### config.mk
export PLATFORM = sky130hd
export DESIGN_NAME = display_plane_slot_allocator
export DESIGN_NICKNAME = d
export VERILOG_FILES = /design/src/sv/dpsa_pkg.sv /design/src/sv/dpsa_pick.sv /design/src/sv/dpsa_maps.sv /design/src/sv/display_plane_slot_allocator.sv
export SDC_FILE = /design/constraint.sdc
export NUM_CORES = 1
export LEC_CHECK = 0
export ABC_AREA = 1
export BUFFER_PORTS_ARGS = -buffer_cell sky130_fd_sc_hd__buf_4
export CORE_UTILIZATION = 47
export DETAILED_ROUTE_END_ITERATION = 12
export PLACE_DENSITY = 0.65
export REMOVE_ABC_BUFFERS = 1
export SETUP_SLACK_MARGIN = 0.4
export SLEW_MARGIN = 5
export SYNTH_ARGS = -nofsm -noshare
export SYNTH_HDL_FRONTEND = slang
export SYNTH_HIERARCHICAL = 1
export SYNTH_SLANG_ARGS = --single-unit
### constraint.sdc
create_clock -name clk -period 3.1 [get_ports clk]
set_input_delay 0.31 -clock clk [delete_from_list [all_inputs] [get_ports clk]]
set_output_delay 0.31 -clock clk [all_outputs]
set_load 0.05 [all_outputs]
### src/sv/dpsa_pkg.sv
// Package: shared types, command and status codes, and the candidate mask table.
package dpsa_pkg;

  // Command codes
  localparam logic [1:0] CMD_ALLOC   = 2'd0;
  localparam logic [1:0] CMD_RECLAIM = 2'd1;
  localparam logic [1:0] CMD_MERGE   = 2'd2;

  // Display codes
  localparam logic [1:0] DISP_PRIMARY  = 2'd0;
  localparam logic [1:0] DISP_EXTERNAL = 2'd1;

  // Plane kind codes
  localparam logic [1:0] KIND_PRIMARY = 2'd0;
  localparam logic [1:0] KIND_SPRITE  = 2'd1;
  localparam logic [1:0] KIND_OVERLAY = 2'd2;
  localparam logic [1:0] KIND_INVALID = 2'd3;

  // Highest valid z-order slot
  localparam logic [2:0] SLOT_MAX = 3'd3;

  // Status codes
  localparam logic [2:0] ST_OK          = 3'd0;
  localparam logic [2:0] ST_BAD_DISPLAY = 3'd1;
  localparam logic [2:0] ST_BAD_TYPE    = 3'd2;
  localparam logic [2:0] ST_BAD_SLOT    = 3'd3;
  localparam logic [2:0] ST_NO_PLANE    = 3'd4;

  // Width of a candidate mask entry and of a plane index
  localparam int CAND_BITS = 32;
  localparam int IDX_BITS  = 5;

  // Candidate masks, indexed by {display[0], class, slot[1:0]}
  localparam logic [CAND_BITS-1:0] CAND_TABLE [16] = '{
    // primary display, RGB class
    32'h0000_0001, 32'h0000_0008, 32'h0000_0010, 32'h0000_0020,
    // primary display, overlay class
    32'h0000_0002, 32'h0000_0002, 32'h0000_0002, 32'h0000_0002,
    // external display, RGB class
    32'h0000_0002, 32'h0000_000a, 32'h0000_000a, 32'h0000_0008,
    // external display, overlay class
    32'h0000_0002, 32'h0000_0002, 32'h0000_0002, 32'h0000_0002
  };

  // Request and response payloads
  typedef struct packed {
    logic [1:0] command;
    logic [1:0] display;
    logic [1:0] plane_kind;
    logic [2:0] slot;
    logic [4:0] plane_number;
    logic [1:0] idle_flags;
  } req_t;

  typedef struct packed {
    logic [2:0]          status;
    logic [IDX_BITS-1:0] granted_index;
    logic                from_reclaimed;
  } rsp_t;

  // Bitmap update carried from the decode logic to the map registers
  typedef enum logic [1:0] {
    UPD_NONE,
    UPD_TAKE,
    UPD_RETURN,
    UPD_MERGE
  } upd_op_t;

  typedef struct packed {
    upd_op_t    op;
    logic       cls;
    logic       from_reclaimed;
    logic [1:0] idle_flags;
  } upd_t;

endpackage

### src/sv/dpsa_pick.sv
// Lowest candidate pick: isolates the first usable plane and encodes its index.
module dpsa_pick #(
  parameter int MAP_BITS = 32
) (
  input  logic [MAP_BITS-1:0]          cand,
  input  logic [MAP_BITS-1:0]          reclaimed,
  input  logic [MAP_BITS-1:0]          free,
  output logic                         found,
  output logic [MAP_BITS-1:0]          grant,
  output logic [dpsa_pkg::IDX_BITS-1:0] index,
  output logic                         from_reclaimed
);
  import dpsa_pkg::*;

  logic [MAP_BITS-1:0] hit;

  // Usable candidates, lowest one isolated by two's complement
  assign hit   = cand & (reclaimed | free);
  assign found = |hit;
  assign grant = hit & (~hit + MAP_BITS'(1));

  // Reclaimed bitmap wins over the free one for the chosen plane
  assign from_reclaimed = |(grant & reclaimed);

  // One-hot to binary
  always_comb begin
    index = '0;
    for (int i = 0; i < MAP_BITS; i++) begin
      if (grant[i]) begin
        index = index | IDX_BITS'(i);
      end
    end
  end

endmodule

### src/sv/dpsa_maps.sv
// Free and reclaimed bitmaps for both plane classes, with their update logic.
module dpsa_maps #(
  parameter int MAP_BITS  = 32,
  parameter int RGB_LIMIT = 6,
  parameter int OVL_LIMIT = 2
) (
  input  logic                 clk,
  input  logic                 rst,
  input  dpsa_pkg::upd_t       upd,
  input  logic [MAP_BITS-1:0]  mask,
  output logic [MAP_BITS-1:0]  free_map [2],
  output logic [MAP_BITS-1:0]  reclaimed_map [2]
);
  import dpsa_pkg::*;

  localparam logic [MAP_BITS-1:0] ONES     = {MAP_BITS{1'b1}};
  localparam logic [MAP_BITS-1:0] RGB_MASK = ONES >> (MAP_BITS - RGB_LIMIT);
  localparam logic [MAP_BITS-1:0] OVL_MASK = ONES >> (MAP_BITS - OVL_LIMIT);

  // Bitmap registers
  always_ff @(posedge clk) begin
    if (rst) begin
      free_map[0]      <= RGB_MASK;
      free_map[1]      <= OVL_MASK;
      reclaimed_map[0] <= '0;
      reclaimed_map[1] <= '0;
    end else begin
      case (upd.op)
        UPD_TAKE: begin
          if (upd.from_reclaimed) begin
            reclaimed_map[upd.cls] <= reclaimed_map[upd.cls] & ~mask;
          end else begin
            free_map[upd.cls] <= free_map[upd.cls] & ~mask;
          end
        end
        UPD_RETURN: begin
          reclaimed_map[upd.cls] <= reclaimed_map[upd.cls] | mask;
        end
        UPD_MERGE: begin
          for (int c = 0; c < 2; c++) begin
            if (upd.idle_flags[c]) begin
              free_map[c]      <= free_map[c] | reclaimed_map[c];
              reclaimed_map[c] <= '0;
            end
          end
        end
        default: begin
        end
      endcase
    end
  end

endmodule

### src/sv/display_plane_slot_allocator.sv
// Top level: request register, command decode, bitmap update and response register.
//
//  channel | direction | handshake            | payload
//  req     | in        | req_valid, req_stall | req (dpsa_pkg::req_t)
//  rsp     | out       | rsp_valid, rsp_stall | rsp (dpsa_pkg::rsp_t)
//
// One request per cycle is taken while req_stall is low; each gives one response,
// registered first in the request register and then in the response register.
// Decode and pick run between the two; the bitmaps update as the response is registered.
// Reset (synchronous) empties both registers and restores the bitmaps.
// A stalled response holds; the request register then holds too and
// req_stall rises while it is full.
module display_plane_slot_allocator #(
  parameter int PRIMARY_PLANES   = 3,
  parameter int RGB_CLASS_PLANES = 6,
  parameter int OVERLAY_PLANES   = 2,
  parameter int MAP_BITS         = 32
) (
  input  logic             clk,
  input  logic             rst,
  input  logic             req_valid,
  output logic             req_stall,
  input  dpsa_pkg::req_t   req,
  output logic             rsp_valid,
  input  logic             rsp_stall,
  output dpsa_pkg::rsp_t   rsp
);
  import dpsa_pkg::*;

  // Class sizes clipped to the bitmap width
  localparam int RGB_LIMIT = (RGB_CLASS_PLANES < MAP_BITS) ? RGB_CLASS_PLANES : MAP_BITS;
  localparam int OVL_LIMIT = (OVERLAY_PLANES < MAP_BITS) ? OVERLAY_PLANES : MAP_BITS;
  localparam logic [MAP_BITS-1:0] ONES     = {MAP_BITS{1'b1}};
  localparam logic [MAP_BITS-1:0] RGB_MASK = ONES >> (MAP_BITS - RGB_LIMIT);
  localparam logic [MAP_BITS-1:0] OVL_MASK = ONES >> (MAP_BITS - OVL_LIMIT);

  // Request register
  logic req_q_valid;
  req_t req_q;
  logic advance;

  assign advance   = !rsp_valid || !rsp_stall;
  assign req_stall = req_q_valid && !advance;

  always_ff @(posedge clk) begin
    if (rst) begin
      req_q_valid <= 1'b0;
    end else if (!req_stall) begin
      req_q_valid <= req_valid;
    end
  end

  always_ff @(posedge clk) begin
    if (!req_stall) begin
      req_q <= req;
    end
  end

  // Candidate lookup
  logic                cls;
  logic [MAP_BITS-1:0] cand;
  logic [MAP_BITS-1:0] class_mask;

  assign cls        = (req_q.plane_kind == KIND_OVERLAY);
  assign class_mask = cls ? OVL_MASK : RGB_MASK;
  assign cand       = CAND_TABLE[{req_q.display[0], cls, req_q.slot[1:0]}][MAP_BITS-1:0]
                      & class_mask;

  // Bitmaps
  logic [MAP_BITS-1:0] free_map [2];
  logic [MAP_BITS-1:0] reclaimed_map [2];
  upd_t                upd;
  logic [MAP_BITS-1:0] upd_mask;

  dpsa_maps #(
    .MAP_BITS  (MAP_BITS),
    .RGB_LIMIT (RGB_LIMIT),
    .OVL_LIMIT (OVL_LIMIT)
  ) u_maps (
    .clk           (clk),
    .rst           (rst),
    .upd           (upd),
    .mask          (upd_mask),
    .free_map      (free_map),
    .reclaimed_map (reclaimed_map)
  );

  // Lowest usable candidate
  logic                found;
  logic [MAP_BITS-1:0] grant;
  logic [IDX_BITS-1:0] grant_index;
  logic                grant_reclaimed;

  dpsa_pick #(
    .MAP_BITS (MAP_BITS)
  ) u_pick (
    .cand           (cand),
    .reclaimed      (reclaimed_map[cls]),
    .free           (free_map[cls]),
    .found          (found),
    .grant          (grant),
    .index          (grant_index),
    .from_reclaimed (grant_reclaimed)
  );

  // Reclaim index: sprites sit after the primaries
  logic [IDX_BITS:0]   ret_index;
  logic                ret_ok;
  logic [MAP_BITS-1:0] ret_mask;

  assign ret_index = {1'b0, req_q.plane_number}
                     + ((req_q.plane_kind == KIND_SPRITE) ? (IDX_BITS+1)'(PRIMARY_PLANES)
                                                          : '0);
  assign ret_ok    = cls ? (ret_index < (IDX_BITS+1)'(OVL_LIMIT))
                         : (ret_index < (IDX_BITS+1)'(RGB_LIMIT));

  always_comb begin
    for (int i = 0; i < MAP_BITS; i++) begin
      ret_mask[i] = (ret_index == (IDX_BITS+1)'(i));
    end
  end

  // Command decode
  rsp_t    result;
  upd_op_t op;
  logic    fire;

  assign fire = req_q_valid && advance;

  always_comb begin
    result   = '0;
    op       = UPD_NONE;
    upd_mask = grant;
    case (req_q.command)
      CMD_ALLOC: begin
        if (req_q.display != DISP_PRIMARY && req_q.display != DISP_EXTERNAL) begin
          result.status = ST_BAD_DISPLAY;
        end else if (req_q.plane_kind == KIND_INVALID) begin
          result.status = ST_BAD_TYPE;
        end else if (req_q.slot > SLOT_MAX) begin
          result.status = ST_BAD_SLOT;
        end else if (!found) begin
          result.status = ST_NO_PLANE;
        end else begin
          result.status         = ST_OK;
          result.granted_index  = grant_index;
          result.from_reclaimed = grant_reclaimed;
          op                    = UPD_TAKE;
        end
      end
      CMD_RECLAIM: begin
        upd_mask = ret_mask;
        if (req_q.plane_kind == KIND_INVALID) begin
          result.status = ST_BAD_TYPE;
        end else if (!ret_ok) begin
          result.status = ST_NO_PLANE;
        end else begin
          op = UPD_RETURN;
        end
      end
      CMD_MERGE: begin
        op = UPD_MERGE;
      end
      default: begin
      end
    endcase
  end

  assign upd.op             = fire ? op : UPD_NONE;
  assign upd.cls            = cls;
  assign upd.from_reclaimed = grant_reclaimed;
  assign upd.idle_flags     = req_q.idle_flags;

  // Response register
  always_ff @(posedge clk) begin
    if (rst) begin
      rsp_valid <= 1'b0;
    end else if (fire) begin
      rsp_valid <= 1'b1;
    end else if (!rsp_stall) begin
      rsp_valid <= 1'b0;
    end
  end

  always_ff @(posedge clk) begin
    if (fire) begin
      rsp <= result;
    end
  end

endmodule

==> flow_summary_export.csv <==
group,metric,value,unit
outcome,outcome,"finished with violations",
outcome,violations,"negative setup slack",
cells_and_area,n_fill_cell,2568,
timing,setup_violations,132,
min_path,hold_depth,1,
cells_and_area,layout_common_cells,"912 x nand2_1, 297 x nor2_1, 247 x inv_1",
floorplanning,die_w,165,µm
timing,period_minus_slack,3.28,ns
placement,io_buffer_count,30,
cts,htreeDepth,4,
timing,tightest_slew,0.941,ns
timing,drv_slew,0,
worst_setup_path,reg2reg_depth,23,
timing,hold_slack,0.0242,ns
global_routing,track_usage,32.0,%
synth,synth_area_per_cell,5.44,µm²
floorplanning,dieArea,27300,µm²
worst_setup_path,reg2reg_to,"u_maps/free_map[36]$_SDFFE_PP1P_",
cts,cts_buffer_depth,2,
cts,clk-insertion-delay-late,0.45,ns
pwr,power,5980,µW
cts,cts_tree,"yes",
cells_and_area,fin_nets,2418,
cells_and_area,antenna_cells,0,
global_routing,grt_pass1_vias,12700,
synth,synth.area.top_cells,"nand2_1 29%, dfxtp_1 21%, nor2_1 10%",
timing,rsz0062_at_grt,"yes",
global_routing,grt_pass1_wl,67500,µm
placement,dp_slack,-0.0755,ns
min_path,hold_path_end,"req_q[14]$_DFFE_PN_",
cells_and_area,area_growth,23.6,%
timing,finClkSkew,0.0206,ns
worst_setup_path,cp.required,3.41,ns
cts,clock-root-buffer,"clkbuf_16",
synth,ys_warn_count,6,
min_path,min_path_type,"in2reg",
floorplanning,io_pins,31,
placement,dp.final_hpwl,28000,µm
cts,cts_sinks,155,
worst_setup_path,r2r_setup_slack,-0.18,ns
placement,finalWeightedCongestion,0.967,
synth,synthesis.area,12500,µm²
synth,yosysTopAreaCell,"nand2_1",
route,detail-route-antenna-nets,0,
cts,clk_pin_slew,0.08,ns
worst_setup_path,critPathArrivalTime,3.59,ns
route,firstDrtPassIters,6,
worst_setup_path,crit_type,"reg2reg",
floorplanning,rows,59,
floorplanning,die_y,165,µm
worst_setup_path,crit_path_start_kind,"flip-flop",
global_routing,antenna_found_initial,0,
pwr,p_per_area,387,nW/µm²
route,wl_per_cell,16.9,µm
pwr,p_leak,0.00842,µW
timing,hold_viol,0,
min_path,holdCritStartpoint,"req[14]",
cells_and_area,postLayoutCoreUtil,59.3,%
worst_setup_path,end_kind,"flip-flop",
route,routed_wl,46500,µm
cells_and_area,final_common_cell,"nand2_1",
global_routing,grt_max_degree,88,
run,cap_violations,0,
floorplanning,coreArea,26100,µm²
cts,cts_inserted_buffers,17,
worst_setup_path,crit-reg2reg-launch,"req_q[10]$_DFFE_PN_",
synth,yosysSeqAreaShare,26.8,%
synth,ys_types,41,
synth,synthCells,2299,
timing,relSlewSlack,37.3,%
synth,synth.top_cell.area_share,28.8,%
worst_setup_path,crit_fanout,12,
synth,synth_seq_cells,155,
route,vias,14800,
timing,fmax,305,MHz
global_routing,grt-ovfl-total,0,
cells_and_area,drive_above_1_share,15.9,%
route,vias_per_cell,5.40,
route,drt_iter0_drc,1500,
route,drc_errors,0,
timing,setup_ws,-0.179,ns
timing,finalCritPeriodShare,106,%
worst_setup_path,cp-startpoint,"req_q[10]$_DFFE_PN_",
timing,setup_tns,-15.10,ns
floorplanning,initial_core_util,48.0,%
cts,hold_buffers,0,
pwr,vdd_drop_max,0.000326,V
[through the flow]
| stage | instance area, µm² | cells |
|---|---|---|
| after floorplan | 12100 | 2226 |
| after global placement | 13400 | 2650 |
| after detailed placement | 13400 | 2650 |
| after CTS | 14500 | 2715 |
| after global routing | 15500 | 2745 |
| final | 15500 | 2745 |
[sequential cells by signal (all words and copies together), names as in the netlist]
register,flops
req_q_valid,1
u_maps/reclaimed_map,64
req_q,16
rsp,9
rsp_valid,1
u_maps/free_map,64
[worst max-delay path, cell delays in order (launching register included)]
cell,delay [ns]
edfxtp_1,0.43
nor2_4,0.28
buf_6,0.14
buf_6,0.11
buf_4,0.12
nand2_2,0.04
nand2_2,0.08
o21ai_4,0.07
nand2_2,0.11
nor2_4,0.06
nand3_4,0.10
nor2_4,0.05
nand4_1,0.11
nand2_1,0.10
a21oi_2,0.22
nand2_2,0.12
buf_4,0.17
nand2_4,0.09
clkinvlp_4,0.19
buf_12,0.21
nand3_1,0.09
nand2_1,0.05
nand2_1,0.08
nand3_1,0.10
[layer usage]
| layer | wire length, µm | vias to the layer above | part of all wire [%] | GRT usage, % |
|---|---|---|---|---|
| met5 | 0 | - | 0 | 0 |
| met4 | 1450 | 0 | 3.1 | 9.55 |
| met3 | 3530 | 105 | 7.6 | 4.72 |
| met2 | 21900 | 662 | 47 | 54.2 |
| met1 | 19500 | 6810 | 42 | 41.9 |
| li1 | - | 7259 | - | - |
[how the worst max path moves through the flow]
stage / depth (start not counted) / to / slack, ns
finish: 23 / u_maps/free_map[36]$_SDFFE_PP1P_ / -0.18
global route: 21 / u_maps/free_map[38]$_SDFFE_PP0P_ / -0.34
CTS: 22 / u_maps/reclaimed_map[61]$_SDFFE_PP0P_ / 0.05
detailed placement: 24 / u_maps/reclaimed_map[34]$_SDFFE_PP0P_ / -0.08
global placement: 23 / u_maps/reclaimed_map[46]$_SDFFE_PP0P_ / -0.009
floorplan: 18 / u_maps/reclaimed_map[0]$_SDFFE_PP0P_ / -6.98
[area by class of cell]
cell class	instances	area [µm²]	share of cell area, %
Clock inverter	15	154	0.995
Clock buffer	17	425	2.75
Tap cell	335	419	2.71
Timing Repair inverter	1	6.26	0.0405
Sequential cell	155	3350	21.7
Timing Repair Buffer	151	1790	11.6
Multi-Input combinational cell	1807	8310	53.7
Inverter	264	1010	6.51
[power by group]
group | internal [µW] | total [µW] | switching, µW
logic | 545 | 1570 | 1020
registers | 2130 | 2210 | 81.4
clock network | 1140 | 2200 | 1060
total | 3820 | 5980 | 2160
[cells in the mapped netlist (all sizes together)]
library cell and number:
a21oi 6, and2 1, and3 1, buf 57
clkbuf 48, clkinv 1, conb 1, dfxtp 130
edfxtp 25, ha 1, inv 263, nand2 976
nand3 113, nand3b 5, nand4 52, nor2 378
nor3 20, nor4 1, o21a 1, o21ai 208
o21bai 8, o22ai 1, or2 1, xor2 1
[kinds of logic (layout without fill, tap and decap cells)]
logic type                 after synthesis  in the layout  synth area share [%]
and+or+nand+nor                       1548           1548                  51.4
buffers and inverters                  369            448                  11.8
AOI/OAI and AO/OA                      224            224                  9.81
DFF                                    155            155                  26.8
adders and majority gates                1              1                 0.100
other                                    1             33                0.0300
xor gates and xnor gates                 1              1                0.0700
[timing repair]
item                                    4_1_cts  5_1_grt
endpoints found under the setup margin      128      132
pin swaps                                    13       69
endpoints found under the hold margin         0        0
gates cloned                                  6       15
setup buffers                                27       15
resized for setup                            37      146
Power figures use the tool's default switching activity.
